**src/design/gbs_pkg.sv**
```systemverilog
`default_nettype none
// ----------------------------------------------------------------------------
// gbs_pkg: shared types and constants for greedy box suppression
// Word layouts, store geometry, arithmetic widths and register indices.
// ----------------------------------------------------------------------------
package gbs_pkg;

	// Capacity of the kept-box store.
	localparam int MAX_KEPT = 256;
	localparam int IDX_W    = (MAX_KEPT > 1) ? $clog2(MAX_KEPT) : 1;
	localparam int CNT_W    = $clog2(MAX_KEPT + 1);

	// Field widths.
	localparam int COORD_W = 16;
	localparam int SIZE_W  = 15;
	localparam int CLASS_W = 7;
	localparam int KEPT_W  = 9;
	localparam int THR_W   = 9;
	localparam int EDGE_W  = COORD_W + 1;
	localparam int AREA_W  = 2 * SIZE_W;
	localparam int UNI_W   = AREA_W + 1;
	localparam int SCALE_SHIFT = 8;
	localparam int PROD_W  = UNI_W + THR_W;

	// Configuration port.
	localparam int CFG_IDX_W  = 4;
	localparam int CFG_DATA_W = THR_W;
	localparam logic [CFG_IDX_W-1:0] REG_IOU_THRESHOLD  = CFG_IDX_W'(0);
	localparam logic [CFG_IDX_W-1:0] REG_CLASS_AGNOSTIC = CFG_IDX_W'(1);
	localparam logic [THR_W-1:0]     THR_RESET          = THR_W'(115);

	typedef struct packed {
		logic signed [COORD_W-1:0] box_x;
		logic signed [COORD_W-1:0] box_y;
		logic [SIZE_W-1:0]         box_w;
		logic [SIZE_W-1:0]         box_h;
		logic [CLASS_W-1:0]        class_id;
		logic                      set_end;
	} box_word_t;

	typedef struct packed {
		logic              kept;
		logic [KEPT_W-1:0] kept_total;
		logic              store_overflow;
		logic              result_end;
	} res_word_t;

	// One stored box, with its area worked out once.
	typedef struct packed {
		logic signed [COORD_W-1:0] x;
		logic signed [COORD_W-1:0] y;
		logic [SIZE_W-1:0]         w;
		logic [SIZE_W-1:0]         h;
		logic [CLASS_W-1:0]        cls;
		logic [AREA_W-1:0]         area;
	} entry_t;

	// Control travelling alongside an entry through the overlap pipeline.
	typedef struct packed {
		logic live;
		logic check;
		logic last;
	} scan_ctl_t;

	typedef struct packed {
		logic done;
		logic hit;
	} scan_res_t;

endpackage : gbs_pkg
`default_nettype wire

```
**src/design/gbs_cell.sv**
```systemverilog
`default_nettype none
// ----------------------------------------------------------------------------
// gbs_cell: one slot of the kept-box ring
// Holds one stored box; either takes its neighbour's box or a new box.
// ----------------------------------------------------------------------------
module gbs_cell (
	input  wire logic            clk,
	input  wire logic            shift,
	input  wire logic            load,
	input  wire gbs_pkg::entry_t shift_in,
	input  wire gbs_pkg::entry_t load_data,
	output gbs_pkg::entry_t      entry
);
	import gbs_pkg::*;

	entry_t entry_q;

	always_ff @(posedge clk) begin
		if (load) begin
			entry_q <= load_data;
		end else if (shift) begin
			entry_q <= shift_in;
		end
	end

	assign entry = entry_q;

endmodule : gbs_cell
`default_nettype wire

```
**config.mk**
```make
export PLATFORM = sky130hd
export DESIGN_NAME = gbs_cell
export DESIGN_NICKNAME = d
export VERILOG_FILES = /design/src/design/gbs_pkg.sv /design/src/design/gbs_cell.sv
export SDC_FILE = /design/constraint.sdc
export NUM_CORES = 1
export LEC_CHECK = 0
export BUFFER_PORTS_ARGS = -buffer_cell sky130_fd_sc_hd__buf_2
export CORE_AREA = 2 2 116 118
export CTS_BUF_LIST = sky130_fd_sc_hd__clkbuf_4 sky130_fd_sc_hd__clkbuf_8
export CTS_CLUSTER_DIAMETER = 120
export DETAILED_ROUTE_END_ITERATION = 10
export DIE_AREA = 0 0 118 120
export HOLD_SLACK_MARGIN = 0.06
export PLACE_DENSITY = 0.71
export SYNTH_ARGS = -nofsm -noshare
export SYNTH_HDL_FRONTEND = slang
export SYNTH_SLANG_ARGS = --single-unit
```
**constraint.sdc**
```tcl
create_clock -name clk -period 2.7 [get_ports clk]
set_input_delay 0.135 -clock clk [delete_from_list [all_inputs] [get_ports clk]]
set_output_delay 0.135 -clock clk [all_outputs]
set_load 0.05 [all_outputs]
```
==> summary.md, run 1 <==
| Metric | Value |
|---|---|
| Clk root buf | clkbuf_8 |
| Htree depth | 3 |
| DIE WIDTH | between 100 and 150 µm |
| Post-synthesis instance total | between 200 and 250 |
| Fail Step | 4_1_cts |
| Total CTS buffers | 9 |
| FP Rows | 42 |
| DP HPWL | 8340 µm |
| #FFs+latches synth | 99 |
| Share of Yosys cell area claimed by the top area cell type | 0.636 |
| Syn Std Cell Area | around 4700 µm² |
| Syn_nets | between 400 and 500 |
| Clk buf depth | 2 |
| Initial core utilization | 0.360 |
| Status | stopped before the end |
| Die height | around 120 µm |
| Routability cong. | between 0.7 and 0.8 |
| Cells resized by post-CTS repair | 0 |
| Post-Syn Area per Cell | approximately 22 µm² |
| Synth unique cells | 5 |
| Ys Warns | 0 |
| Boundary Pins | 300 |
| Number of hold buffers added after CTS | between 100 and 150 |
| Synth top area cells | edfxtp_1, mux2_4, buf_12 |
| Tool error message | [ERROR RSZ-0060] Max buffer count reached. |
| Sequential fraction of the synthesis area | 0.636 |
| Post-CTS Setup Bufs | 0 |
| PortBufs | ~300 |
| Clock tree sinks | between 90 and 100 |
| Post-synth top area cell | edfxtp_1 |
-- stage by stage --
step | setup WS (ps) | utilization | hold WS [ps] | instance area [µm²] | instances
after floorplan | 529 | - | 352 | 4680 | 210
after global placement | 1230 | 0.481 | 436 | 6250 | 678
after detailed placement | 1180 | 0.481 | 438 | 6250 | 678
-- cell families after synthesis --
group	share of synthesized area
muxes	0.318
DFF	0.636
buffers and inverters	0.0452
and+or+nand+nor	0.00134
-- cells in the mapped netlist, drive strengths merged --
| library cell | n |
|---|---|
| edfxtp | 99 |
| mux2 | 99 |
| buf | 11 |
| or2 | 1 |
==> run 2, diff against run 1 <==
==> config.mk (replaced) <==
export PLATFORM = sky130hd
export DESIGN_NAME = gbs_cell
export DESIGN_NICKNAME = d
export VERILOG_FILES = /design/src/design/gbs_pkg.sv /design/src/design/gbs_cell.sv
export SDC_FILE = /design/constraint.sdc
export NUM_CORES = 1
export LEC_CHECK = 0
export BUFFER_PORTS_ARGS = -buffer_cell sky130_fd_sc_hd__buf_2
export CORE_MARGIN = 2
export CORE_UTILIZATION = 33
export DETAILED_ROUTE_END_ITERATION = 10
export PLACE_DENSITY_LB_ADDON = 0.15
export SYNTH_ARGS = -nofsm -noshare
export SYNTH_HDL_FRONTEND = slang
export SYNTH_SLANG_ARGS = --single-unit
==> run 2 against run 1 <==
Effect of this change: the run now ends clean; synthesized cell count is the same; area after synthesis is the same.
==> summary.md, run 2 <==
| Metric | Value |
|---|---|
| Status | finished, final reports clean |
| Hold Startpoint | load_data[65] |
| Post-synthesis instance total | 210 (unchanged) |
| Final Slew Violations | 0 |
| Pre-antenna DRT Iters | 4 |
| Leak | about 3.2 nW |
| Asr flop ratio synth | 0 (unchanged) |
| Slew Limit Headroom | 0.642 |
| Most common cell after layout, fill and taps aside | buf_2 |
| DP Worst Slack | 1030 ps (-156 ps) |
| Max reg flops | 99 |
| Total die area | about 15000 µm² |
| DP Cell Count | 681 (+0.44%) |
| Worst setup SP type | input port |
| Detail Route Antenna Nets | 0 |
| Syn_nets | 411 (unchanged) |
| Syn Std Cell Area | 4680 µm² (unchanged) |
| Clock tree sinks | 99 (unchanged) |
| Die height | 123 µm (+2.5%) |
| Placed inst area | 6240 µm² (about the same) |
| Worst-Margin Slew | 537 ps |
| Synth top area cells | edfxtp_1, mux2_4, buf_12 |
| WP data arrival | around 1300 ps |
| GR Util met3 | 0.0434 |
| ANT cells | 0 |
| DR WL/cell | around 15 µm |
| Worst Path Buf+Inv | 2 |
| Total wire length | between 10000 and 15000 µm |
| All-Layer GR Usage | 0.134 |
| Sequential fraction of the synthesis area | 0.636 (unchanged) |
| Total CTS buffers | 9 (unchanged) |
| Final count of hold timing violations | 0 |
| Design Area, Final | around 6500 µm² |
| Ys Warns | 0 (unchanged) |
| Starting DRT DRC Count | between 100 and 150 |
| Multi-input logic area | approximately 1500 µm² |
| Maxcap violations | 0 |
| Post-Layout Cell Count | 696 |
| Layout cells sized above 1 | 0.804 |
| EDFF count, synth | 99 (unchanged) |
| RSZ-0062 raised after global routing | no |
| Area growth, synth to finish | 39.5% |
| Number of hold buffers added after CTS | 0 (-100%) |
| Cells resized by post-CTS repair | 0 (unchanged) |
| Clk buf depth | 2 (unchanged) |
| Post-route DRC | 0 |
| Worst setup path start | load |
| Via Count | roughly 3000 |
| Antenna violations before repair | 0 |
| GR peak layer | met2 |
| Critical path capture point type | flop |
| Final worst slack | 1420 ps |
| Most frequent cells in the layout | buf_2, mux2_4, edfxtp_1, clkbuf_16 |
| Clk root buf | clkbuf_16 |
| Routability cong. | 0.769 (-0.39%) |
| CTS tree | yes |
| Final worst-path cycle share | 0.474 |
| Post-synth top area cell | edfxtp_1 |
| Top_reg_cell synth | edfxtp_1 |
| Vias in the first global route | between 3000 and 4000 |
| #FFs+latches synth | 99 (unchanged) |
| Via density per instance | roughly 4.3 |
| Worst path required time | roughly 2700 ps |
| Initial core utilization | 0.337 (-0.0234) |
| Crit-path slowest cell | buf_4 |
| Total gr overflow | 0 |
| Post-CTS Setup Bufs | 0 (unchanged) |
| Commonest cells in the netlist | edfxtp_1, mux2_4, buf_12 |
| CP delay by family, top | buffers and inverters |
| Worst-path fanout max | 32 |
| CP Cell Sequence | buf_6 > or2_4 > buf_4 |
| Max VDD drop | about 0.00036 V |
| Post-Syn Area per Cell | 22.3 µm² (unchanged) |
| DIE WIDTH | 123 µm (+4.3%) |
| Hold Crit Class | input port to flop |
| Met1 global-route usage | 0.143 |
| Setup TNS | 0 ps |
| Setup violators final | 0 |
| Met2 usage | 0.232 |
| Share of Yosys cell area claimed by the top area cell type | 0.636 (unchanged) |
| Minimum clock period | about 1300 ps |
| PortBufs | 299 (unchanged) |
| Fillers | ~1300 |
| Critical path class | input port to flop |
| Reg area | roughly 3000 µm² |
| Reg clk slew, reported paths | about 70 ps |
| Max Fclk | 0.782 GHz |
| Synth unique cells | 5 (unchanged) |
| First-pass GRT wire length | about 15000 µm |
| FP Rows | 43 (+2.4%) |
| Crit path largest cell delay | about 420 ps |
| Boundary Pins | 300 (unchanged) |
| Largest net degree at the start of global routing | 70 |
| Post-layout nets | roughly 700 |
| Htree depth | 3 (unchanged) |
| Core area | 13900 µm² |
| Cell Pwr Density | between 600 and 700 nW/µm² |
run 2: final cells by class:
| type | count | area share |
|---|---|---|
| Clock buffer | 9 | 0.0345 |
| Clock inverter | 6 | 0.00882 |
| Multi-Input combinational cell | 100 | 0.229 |
| Sequential cell | 99 | 0.456 |
| Tap cell | 180 | 0.0345 |
| Timing Repair Buffer | 302 | 0.238 |
run 2: through the flow:
step           utilization  hold WS [ps]  power [mW]
2_1_floorplan            -           352        2.85
3_3_place_gp         0.450           437        3.15
3_5_place_dp         0.450           438        3.16
4_1_cts              0.470          69.7        4.42
5_1_grt              0.470          75.3        4.54
6_report             0.470          86.8        4.37
run 2: final timing paths:
| path | endpoint | slack [ps] | cells past startpoint |
|---|---|---|---|
| worst max-delay path | entry[76] | 1420 | 3 |
| worst min-delay path | entry[65] | 90 | 2 |
run 2: logic make-up (layout without fill, tap and decap cells):
family | count (synthesis) | in the layout | share of synthesized area
DFF | 99 | 99 | 0.636
buffers and inverters | 11 | 317 | 0.0452
muxes | 99 | 99 | 0.318
and+or+nand+nor | 1 | 1 | 0.00134
run 2: power breakdown:
part / switching, mW / total (mW) / internal [mW]
Combinational: 0.801 / 1.19 / 0.391
Clock: 0.547 / 1.25 / 0.705
Sequential: 0.0379 / 1.92 / 1.89
run 2: metal layers:
| metal | routed length, µm | vias up |
|---|---|---|
| met2 | 5490 | 163 |
| met1 | 3820 | 1369 |
| met5 | 0 | - |
| li1 | - | 1428 |
| met3 | 1130 | 19 |
| met4 | 295 | 0 |
(Power assumes the default switching activity.)
==> run 3, diff against run 2 <==
--- a/config.mk
+++ b/config.mk
@@ -5,6 +5,7 @@
 export SDC_FILE = /design/constraint.sdc
 export NUM_CORES = 1
 export LEC_CHECK = 0
+export ABC_AREA = 1
 export BUFFER_PORTS_ARGS = -buffer_cell sky130_fd_sc_hd__buf_2
 export CORE_MARGIN = 2
 export CORE_UTILIZATION = 33
==> constraint.sdc (replaced) <==
create_clock -name clk -period 1 [get_ports clk]
set_input_delay 0.05 -clock clk [delete_from_list [all_inputs] [get_ports clk]]
set_output_delay 0.05 -clock clk [all_outputs]
set_load 0.05 [all_outputs]
==> run 3 against run 2 <==
Effect of this change: the flow now stops in 4_1_cts; area after synthesis fell by 9.3%; synthesized cell count rose by 100%.
==> summary.md, run 3 <==
| Metric | Value |
|---|---|
| Initial core utilization | 0.338 (+0.000642) |
| Clock tree sinks | 99 (unchanged) |
| Clk root buf | clkbuf_16 |
| Leading cell type by number of instances after synthesis | nand2_1 |
| Routability cong. | 0.871 (+13%) |
| Clk buf depth | 2 (unchanged) |
| Ys Warns | 0 (unchanged) |
| Post-synth top area cell | edfxtp_1 |
| Post-Syn Area per Cell | 10.1 µm² (-55%) |
| Synth top area cells | edfxtp_1, nand2_1, buf_4 |
| Fail Step | 4_1_cts |
| Sequential fraction of the synthesis area | 0.701 (+0.0650) |
| Cells resized by post-CTS repair | 35 (+35) |
| Syn Std Cell Area | 4240 µm² (-9.3%) |
| EDFF count, synth | 99 (unchanged) |
| Die height | 117 µm (-4.6%) |
| Synth unique cells | 7 (+2) |
| Share of Yosys cell area claimed by the top area cell type | 0.701 (+0.0650) |
| DP HPWL | ~9100 µm |
| Asr flop ratio synth | 0 (unchanged) |
| Post-CTS Setup Bufs | 0 (unchanged) |
| Tool error message | [ERROR RSZ-0060] Max buffer count reached. |
| Status | stopped before the end |
| Placed inst area | 5940 µm² (-4.8%) |
| Htree depth | 3 (unchanged) |
| Syn_nets | 620 (+51%) |
| Number of hold buffers added after CTS | 179 (+179) |
| PortBufs | 299 (unchanged) |
| Post-synthesis instance total | 419 (+100%) |
| Commonest cells in the netlist | nand2_1, edfxtp_1, buf_4 |
| Top_reg_cell synth | edfxtp_1 |
| DIE WIDTH | 117 µm (-4.6%) |
| FP Rows | 41 (-4.7%) |
| Boundary Pins | 300 (unchanged) |
| #FFs+latches synth | 99 (unchanged) |
| Total CTS buffers | 9 (unchanged) |
==> run 3: metrics by stage <==
step	cells	util	setup WS [ps]	hold WS, ps
3_5_place_dp	876	0.473	62.2	317
3_3_place_gp	876	0.473	68.3	314
2_1_floorplan	419	-	-437	229
==> run 3: cells by family after synthesis <==
group / Yosys count / share of synthesized area
simple gates: 298 / 0.264
buf+inv: 22 / 0.0351
flops: 99 / 0.701
