`config.mk`:
```
export PLATFORM = sky130hd
export DESIGN_NAME = gbs_iou
export DESIGN_NICKNAME = d
export VERILOG_FILES = /design/src/design/gbs_pkg.sv /design/src/design/gbs_iou.sv
export SDC_FILE = /design/constraint.sdc
export NUM_CORES = 2
export LEC_CHECK = 0
export BUFFER_PORTS_ARGS = -buffer_cell sky130_fd_sc_hd__buf_2
export CAP_MARGIN = 20
export CORE_MARGIN = 5
export CORE_UTILIZATION = 30
export DETAILED_ROUTE_END_ITERATION = 12
export GPL_TIMING_DRIVEN = 0
export PLACE_DENSITY_LB_ADDON = 0.05
export SETUP_SLACK_MARGIN = 0.5
export SLEW_MARGIN = 5
export SYNTH_ARGS = -nofsm -noshare
export SYNTH_HDL_FRONTEND = slang
export SYNTH_SLANG_ARGS = --single-unit
```
`constraint.sdc`:
```
create_clock -name clk -period 9 [get_ports clk]
set_clock_uncertainty 0.2 [all_clocks]
set_input_delay 0.45 -clock clk [delete_from_list [all_inputs] [get_ports clk]]
set_output_delay 0.45 -clock clk [all_outputs]
set_load 0.05 [all_outputs]
```
`src/design/gbs_pkg.sv`:
```
`default_nettype none
// ----------------------------------------------------------------------------
// gbs_pkg: shared types and constants for greedy box suppression
// Word layouts, store geometry, arithmetic widths and register indices.
// ----------------------------------------------------------------------------
package gbs_pkg;

	// Capacity of the kept-box store.
	localparam int MAX_KEPT = 256;
	localparam int IDX_W    = (MAX_KEPT > 1) ? $clog2(MAX_KEPT) : 1;
	localparam int CNT_W    = $clog2(MAX_KEPT + 1);

	// Field widths.
	localparam int COORD_W = 16;
	localparam int SIZE_W  = 15;
	localparam int CLASS_W = 7;
	localparam int KEPT_W  = 9;
	localparam int THR_W   = 9;
	localparam int EDGE_W  = COORD_W + 1;
	localparam int AREA_W  = 2 * SIZE_W;
	localparam int UNI_W   = AREA_W + 1;
	localparam int SCALE_SHIFT = 8;
	localparam int PROD_W  = UNI_W + THR_W;

	// Configuration port.
	localparam int CFG_IDX_W  = 4;
	localparam int CFG_DATA_W = THR_W;
	localparam logic [CFG_IDX_W-1:0] REG_IOU_THRESHOLD  = CFG_IDX_W'(0);
	localparam logic [CFG_IDX_W-1:0] REG_CLASS_AGNOSTIC = CFG_IDX_W'(1);
	localparam logic [THR_W-1:0]     THR_RESET          = THR_W'(115);

	typedef struct packed {
		logic signed [COORD_W-1:0] box_x;
		logic signed [COORD_W-1:0] box_y;
		logic [SIZE_W-1:0]         box_w;
		logic [SIZE_W-1:0]         box_h;
		logic [CLASS_W-1:0]        class_id;
		logic                      set_end;
	} box_word_t;

	typedef struct packed {
		logic              kept;
		logic [KEPT_W-1:0] kept_total;
		logic              store_overflow;
		logic              result_end;
	} res_word_t;

	// One stored box, with its area worked out once.
	typedef struct packed {
		logic signed [COORD_W-1:0] x;
		logic signed [COORD_W-1:0] y;
		logic [SIZE_W-1:0]         w;
		logic [SIZE_W-1:0]         h;
		logic [CLASS_W-1:0]        cls;
		logic [AREA_W-1:0]         area;
	} entry_t;

	// Control travelling alongside an entry through the overlap pipeline.
	typedef struct packed {
		logic live;
		logic check;
		logic last;
	} scan_ctl_t;

	typedef struct packed {
		logic done;
		logic hit;
	} scan_res_t;

endpackage : gbs_pkg
`default_nettype wire

```
`src/design/gbs_iou.sv`:
```
`default_nettype none
// ----------------------------------------------------------------------------
// gbs_iou: six-stage overlap test
// Compares the candidate with one stored box per cycle and flags a hit when
// intersection * 256 exceeds threshold * union.
// ----------------------------------------------------------------------------
module gbs_iou (
	input  wire logic                      clk,
	input  wire logic                      arst_n,
	input  wire gbs_pkg::entry_t           cand,
	input  wire gbs_pkg::entry_t           entry,
	input  wire gbs_pkg::scan_ctl_t        issue,
	input  wire logic [gbs_pkg::THR_W-1:0] thr,
	input  wire logic                      agnostic,
	output gbs_pkg::scan_res_t             result
);
	import gbs_pkg::*;

	scan_ctl_t ctl_s1, ctl_s2, ctl_s3, ctl_s4, ctl_s5;
	scan_res_t res_s6;

	logic signed [EDGE_W-1:0] ax0, ax1, ay0, ay1, bx0, bx1, by0, by1;
	logic signed [EDGE_W-1:0] lox_s1, hix_s1, loy_s1, hiy_s1;
	logic [AREA_W-1:0]        areab_s1, areab_s2, areab_s3;
	logic signed [EDGE_W:0]   dx, dy;
	logic [SIZE_W-1:0]        ow_s2, oh_s2;
	logic [AREA_W-1:0]        inter_s3, inter_s4, inter_s5;
	logic [UNI_W-1:0]         uni_s4;
	logic [PROD_W-1:0]        prod_s5;
	logic                     class_ok;

	// Edges are formed exactly at one bit wider than the coordinates.
	always_comb begin
		ax0 = {cand.x[COORD_W-1], cand.x};
		ay0 = {cand.y[COORD_W-1], cand.y};
		bx0 = {entry.x[COORD_W-1], entry.x};
		by0 = {entry.y[COORD_W-1], entry.y};
		ax1 = ax0 + $signed({2'b00, cand.w});
		ay1 = ay0 + $signed({2'b00, cand.h});
		bx1 = bx0 + $signed({2'b00, entry.w});
		by1 = by0 + $signed({2'b00, entry.h});
		class_ok = agnostic || (cand.cls == entry.cls);
		dx = {hix_s1[EDGE_W-1], hix_s1} - {lox_s1[EDGE_W-1], lox_s1};
		dy = {hiy_s1[EDGE_W-1], hiy_s1} - {loy_s1[EDGE_W-1], loy_s1};
	end

	always_ff @(posedge clk or negedge arst_n) begin
		if (!arst_n) begin
			ctl_s1 <= '0;
			ctl_s2 <= '0;
			ctl_s3 <= '0;
			ctl_s4 <= '0;
			ctl_s5 <= '0;
			res_s6 <= '0;
		end else begin
			ctl_s1.live  <= issue.live;
			ctl_s1.check <= issue.live && issue.check && class_ok;
			ctl_s1.last  <= issue.last;
			ctl_s2       <= ctl_s1;
			ctl_s3       <= ctl_s2;
			ctl_s4       <= ctl_s3;
			ctl_s5       <= ctl_s4;
			res_s6.done  <= ctl_s5.live && ctl_s5.last;
			res_s6.hit   <= ctl_s5.live && ctl_s5.check &&
				(PROD_W'({inter_s5, SCALE_SHIFT'(0)}) > prod_s5);
		end
	end

	always_ff @(posedge clk) begin
		lox_s1   <= (ax0 > bx0) ? ax0 : bx0;
		hix_s1   <= (ax1 < bx1) ? ax1 : bx1;
		loy_s1   <= (ay0 > by0) ? ay0 : by0;
		hiy_s1   <= (ay1 < by1) ? ay1 : by1;
		areab_s1 <= entry.area;
		// A positive overlap never exceeds the candidate's own size.
		ow_s2    <= (dx > $signed((EDGE_W+1)'(0))) ? dx[SIZE_W-1:0] : '0;
		oh_s2    <= (dy > $signed((EDGE_W+1)'(0))) ? dy[SIZE_W-1:0] : '0;
		areab_s2 <= areab_s1;
		inter_s3 <= AREA_W'(ow_s2) * AREA_W'(oh_s2);
		areab_s3 <= areab_s2;
		uni_s4   <= UNI_W'(cand.area) + UNI_W'(areab_s3) - UNI_W'(inter_s3);
		inter_s4 <= inter_s3;
		prod_s5  <= PROD_W'(thr) * PROD_W'(uni_s4);
		inter_s5 <= inter_s4;
	end

	assign result = res_s6;

endmodule : gbs_iou
`default_nettype wire

```
# Word level (Yosys, flattened, before mapping)
# Cells that the tools add are included.
word_totals:
  ff_bits: 366
  input_bits: 213
classes:
  n_addsub: 8
  multipliers: 2
  magnitude_cmp: 7
  n_eq_ne: 1
  muxes: 4
  n_reduce_logical: 6
ops:
  columns: ["operator", "n"]
  rows:
  - ["16-bit by 16-bit adder with 17-bit output", 4]
  - ["17-bit two-way mux", 4]
  - ["38-bit by 40-bit greater-than comparator with 1-bit output", 1]
  - ["9-bit by 31-bit multiplier with 40-bit output", 1]
  - ["18-bit by 1-bit greater-than comparator with 1-bit output (second input constant)", 2]
  - ["17-bit by 17-bit subtractor with 18-bit output", 2]
  - ["17-bit < comparator", 2]
  - ["16-bit greater-than comparator", 2]
  - ["30-bit by 30-bit adder with 31-bit output", 1]
  - ["31-bit by 30-bit subtractor with 31-bit output", 1]
  - ["15-bit by 15-bit multiplier with 30-bit output", 1]
  - ["7-bit equality test", 1]
  - ["1-bit logical AND", 5]
  - ["1-bit logical OR", 1]

# Longest topological paths before layout
logic_depth:
  word_depth: 3
  mapped_depth: 24

# Least setup slack after synthesis
# OpenSTA, ideal clock, no wires.
synth_timing:
  path_kind: "register to register"
  start: "reg oh_s2[0]"
  end: "reg inter_s3[24]"
  setup_time_ns: 0.072
  arrival_ns: 5.889
  setup_slack_ns: 2.839
  stages_incl_launch_ff: 25
  synth_period_minus_slack_ns: 6.161
  path_cell_list: "dfxtp_1 clkbuf_1 and2_1 fa_1 inv_1 fa_1 inv_1 fa_1 inv_1 fa_1 inv_1 fa_1 inv_1 fa_1 inv_1 ha_1 o21ai_0 o21ai_0 o21ai_0 a211o_1 a2bb2oi_1 o21ai_0 a31oi_1 o31ai_1 xnor2_1"
synth_between:
  elab_chain_cells: 1
synth_lines:
  columns: ["element", "line", "source"]
  rows:
  - ["start: declaration", "gbs_iou.sv:26", "logic [SIZE_W-1:0] ow_s2, oh_s2;"]
  - ["start signal: assignment", "gbs_iou.sv:77", "oh_s2 <= (dy > $signed((EDGE_W+1)'(0))) ? dy[SIZE_W-1:0] : '0;"]
  - ["15-bit by 15-bit multiplier with 30-bit output", "gbs_iou.sv:79", "inter_s3 <= AREA_W'(ow_s2) * AREA_W'(oh_s2);"]
  - ["end signal: assignment", "gbs_iou.sv:79", null]
  - ["end: declaration", "gbs_iou.sv:27", "logic [AREA_W-1:0] inter_s3, inter_s4, inter_s5;"]
# Every way passes these cells.
# A chain may end at the register's enable or synchronous reset.

# Worst setup path in the final report
layout_timing:
  start: "reg ow_s2[8]"
  end: "reg inter_s3[24]"
layout_between:
  elab_chain_cells: 1
layout_lines:
  columns: ["element", "line", "source"]
  rows:
  - ["start: declaration", "gbs_iou.sv:26", null]
  - ["start signal: assignment", "gbs_iou.sv:76", "ow_s2 <= (dx > $signed((EDGE_W+1)'(0))) ? dx[SIZE_W-1:0] : '0;"]
  - ["15-bit by 15-bit multiplier with 30-bit output", "gbs_iou.sv:79", null]
# Every way passes these cells.

==> results_tabular.tex <==
\begin{tabular}{lr}
\hline
Metric & Value \\
\hline
\multicolumn{2}{l}{\textbf{Job}} \\
Number of max-cap violations & 0 \\
\multicolumn{2}{l}{\textbf{Global routing}} \\
Pin count of the biggest net entering global routing & 18 \\
Antenna violations before repair & 0 \\
Global-route wire length before repair & between 100000 and 150000 um \\
Via count of the first global-routing pass & between 20k and 30k \\
Total global routing overflow & 0 \\
All-Layer GR Usage & between 10\% and 20\% \\
\multicolumn{2}{l}{\textbf{STA}} \\
RSZ-0062 raised after global routing & false \\
Setup Viol. Count Final & 0 \\
Part of the cycle the worst path needs & around 80\% \\
Number of hold violations in the final report & 0 \\
Clock period minus worst slack & just over 7000 ps \\
Relative slew slack & approximately 44\% \\
Sum of negative setup slack & 0 ps \\
Highest Clock Rate & roughly 0.14 GHz \\
Transition time at the pin with the least slew margin & around 830 ps \\
Max-slew violation total from the final report & 0 \\
\multicolumn{2}{l}{\textbf{Place}} \\
DPL Wire Length & about 75000 um \\
Port Buffers & 214 \\
Final weighted congestion of routability-driven global placement & $\sim$0.81 \\
Placed Cells incl. Taps & between 5k and 6k \\
\multicolumn{2}{l}{\textbf{Clock tree}} \\
Post-cts repair resize count & 0 \\
H-tree levels & 2 \\
Sink Count & approximately 360 \\
Maximum clock path buffer count & 3 \\
Cell at the root of the clock tree & sky130\_fd\_sc\_hd\_\_clkbuf\_16 \\
\# hold bufs at CTS & about 100 \\
TritonCTS clock tree & done \\
Total setup buffers inserted after CTS & 0 \\
Reg clk slew, reported paths & roughly 60 ps \\
Total clock buffers created by CTS & 48 \\
Skew-Pair Late Insertion Delay & between 600 and 700 ps \\
\multicolumn{2}{l}{\textbf{Synth}} \\
Most common flop cell mapped by yosys & sky130\_fd\_sc\_hd\_\_dfxtp\_1 \\
Cells taking the most area after synthesis & sky130\_fd\_sc\_hd\_\_fa\_1, sky130\_fd\_sc\_hd\_\_dfxtp\_1, sky130\_fd\_sc\_hd\_\_ha\_1 \\
Async S/R FF share, synth & roughly 4.7\% \\
Library cells used by synthesis & between 60 and 70 \\
Synthesized area divided by synthesized cell count & 9.293 um2 \\
Top-area cell type share of the netlist area & between 20\% and 30\% \\
Dominant cell type by area after synthesis & sky130\_fd\_sc\_hd\_\_fa\_1 \\
Total number of yosys warnings & 0 \\
Synth Cell Area & 32970 um2 \\
Proportion of synthesized chip area in sequential cells & 22.36\% \\
Number of enable-type register cells in the synthesized netlist & 0 \\
Cell count after synthesis & about 3.5k \\
Post-synthesis register bit count & $\sim$360 \\
Net count after synthesis & between 4k and 5k \\
\multicolumn{2}{l}{\textbf{Cells and area}} \\
Layout Area Growth over Synthesis & 16.66\% \\
Number of nets in the final layout & approximately 4.9k \\
Count of non-filler cells in the finished layout & $\sim$5.4k \\
Number of inserted diodes & 0 \\
Fraction of final layout cells with drive strength greater than 1 & under 10\% \\
\multicolumn{2}{l}{\textbf{Floorplanning}} \\
Total Die Area & 116600 um2 \\
Vert. Die Dim & $\sim$340 um \\
I/O Pins & about 220 \\
Site row count & between 100 and 150 \\
Starting density of the core & a little under a third \\
Die boundary width & between 300 and 400 um \\
Placeable core region & 109000 um2 \\
\multicolumn{2}{l}{\textbf{Setup path}} \\
Critical path data arrival time & 7480 ps \\
Class of the most critical setup path & reg -> reg \\
Family with the most delay on the worst path & adder cells \\
Worst r2r path cells & 24 \\
Crit path to & inter\_s3[24] \\
Destination of the worst register-to-register timing path & inter\_s3[24] \\
Crit path max fanout & 10 \\
Stages on worst setup path & 24 \\
Startpoint type of the worst setup path & flip-flop \\
Crit. Startpoint & ow\_s2[8] \\
Largest stage delay on the critical path & around 570 ps \\
WP buf/inv & 7 \\
Data required time at the worst endpoint & around 9300 ps \\
Cells along the critical path & clkbuf\_1 > and2\_1 > fa\_1 > inv\_1 > fa\_1 > inv\_1 > fa\_1 > inv\_1 > fa\_1 > inv\_1 > fa\_1 > inv\_1 > fa\_1 > inv\_1 > ha\_1 > o21ai\_0 > o21ai\_0 > o21ai\_0 > a211o\_1 > a2bb2oi\_1 > o21ai\_0 > a31oi\_1 > o31ai\_1 > xnor2\_1 \\
R2R Path Start & ow\_s2[8] \\
Reg-to-reg setup timing slack & 1840 ps \\
Slowest library cell on the worst path & sky130\_fd\_sc\_hd\_\_o21ai\_0 \\
Category of the worst setup path capture point & flip-flop \\
\multicolumn{2}{l}{\textbf{Drt}} \\
Post-route DRC violation count & 0 \\
WL per Instance & around 16 um \\
Iteration count of the initial detailed-routing pass & 5 \\
Residual antenna-violating net count after detailed routing & 0 \\
DR iter-0 viols & 764 \\
Via Count & around 23k \\
Aggregate routed wire length & between 80000 and 90000 um \\
Average via count per standard cell & $\sim$4.4 \\
\multicolumn{2}{l}{\textbf{Status}} \\
Run status & completed \\
\multicolumn{2}{l}{\textbf{Worst hold path}} \\
Path category of the worst min-delay check & in -> reg \\
Depth of the worst hold-timing path & 3 \\
\hline
\end{tabular}
## how the worst min path moves through the flow
stage,startpoint,end
6_report,cand[37],hiy_s1[0]
4_1_cts,cand[37],hiy_s1[0]
2_1_floorplan,arst_n,ctl_s1[0]
3_5_place_dp,areab_s1[19],areab_s2[19]
3_3_place_gp,areab_s2[29],areab_s3[29]
5_1_grt,entry[37],hiy_s1[0]
## cell type report
type                    count  area, um2
plain buffers              79      302.8
clock buffers              71       1358
clock inverters            19      220.2
fillers                 11411      70540
inverters                 731       2744
multi-input cells        2374      22550
flip-flops and latches    364       7372
well taps                1414       1769
repair buffers            323       2145
## per-stage QoR
stage               hold slack, ps  worst slack (ps)  util [%]  cell area [um2]
floorplan                   -45.59              2839         -            32970
global placement             110.5              1814     32.85            35810
detailed placement           112.1              1712     32.88            35840
CTS                          9.085              1722     35.29            38460
global route                 48.70              1444     35.29            38460
finish                       54.30              1845     35.29            38460
## layer usage
layer,up-vias,wire length [um],GRT usage [%],share of wire (%)
met1,11118,41240,20.38,47
li1,11944,-,-,-
met4,0,1788,3.367,2.0
met2,236,42680,27.11,49
met5,-,0,0,0
met3,87,2001,1.699,2.3
## placed cells by master (no fill, tap or decap), drive strengths merged, types with 22 or more instances in the layout
cell type    instances
ha                 373
xnor2              108
dlygate4sd3        104
o21ai               98
a211oi              27
nor3                32
and2               303
a31oi               22
fa                 407
nand3               23
dfxtp              347
buf                224
nand2b              30
mux2                47
nand2              288
nor2               108
clkbuf             145
a21o                71
a21oi              151
inv                735
xor2                50
nor2b               28
o21bai              27
## sequential cells by signal, indices dropped and copies added, names as in the netlist, 15 cells and up
signal / count
areab_s2: 30
areab_s3: 30
uni_s4: 31
oh_s2: 15
loy_s1: 16
inter_s5: 30
inter_s3: 30
hiy_s1: 17
inter_s4: 30
lox_s1: 16
prod_s5: 40
ow_s2: 15
areab_s1: 30
hix_s1: 17
## cells in the mapped netlist, drive strengths merged (5+ instances only)
library cell  count
nand2           288
dfrtp            17
xor2             50
a21oi           151
a211o             6
dfxtp           347
a2111oi           6
nand2b           30
and3             10
buf               5
o31ai             7
a31o              5
nor2            108
and2            303
a21boi            7
o31a              5
a31oi            22
nor4             10
o21bai           27
mux2             47
nor2b            28
fa              407
nand3            23
a211oi           27
o21a             20
a21o             71
nor3             32
a311oi            5
clkbuf           74
o21ai            98
xnor2           108
mux2i            20
ha              373
inv             731
nand4            20
## worst min-delay path, cell delays in order
cell and delay [ps]:
sky130_fd_sc_hd__buf_2 80, sky130_fd_sc_hd__ha_1 140, sky130_fd_sc_hd__mux2_2 140
## cell families (layout without fill, tap and decap cells)
kind of cell	after synthesis	count (layout)	synth area share, %
fa+ha+maj	780	780	38.87
compound gates	493	493	9.616
xor+xnor	158	158	4.197
flops	364	364	22.36
buf+inv	810	1223	9.240
mux	67	67	2.212
simple gates	876	876	13.51
Power is left out: the tool's default activity adds up to more than one toggle a clock period on the data nets, which glitch-free logic cannot reach.
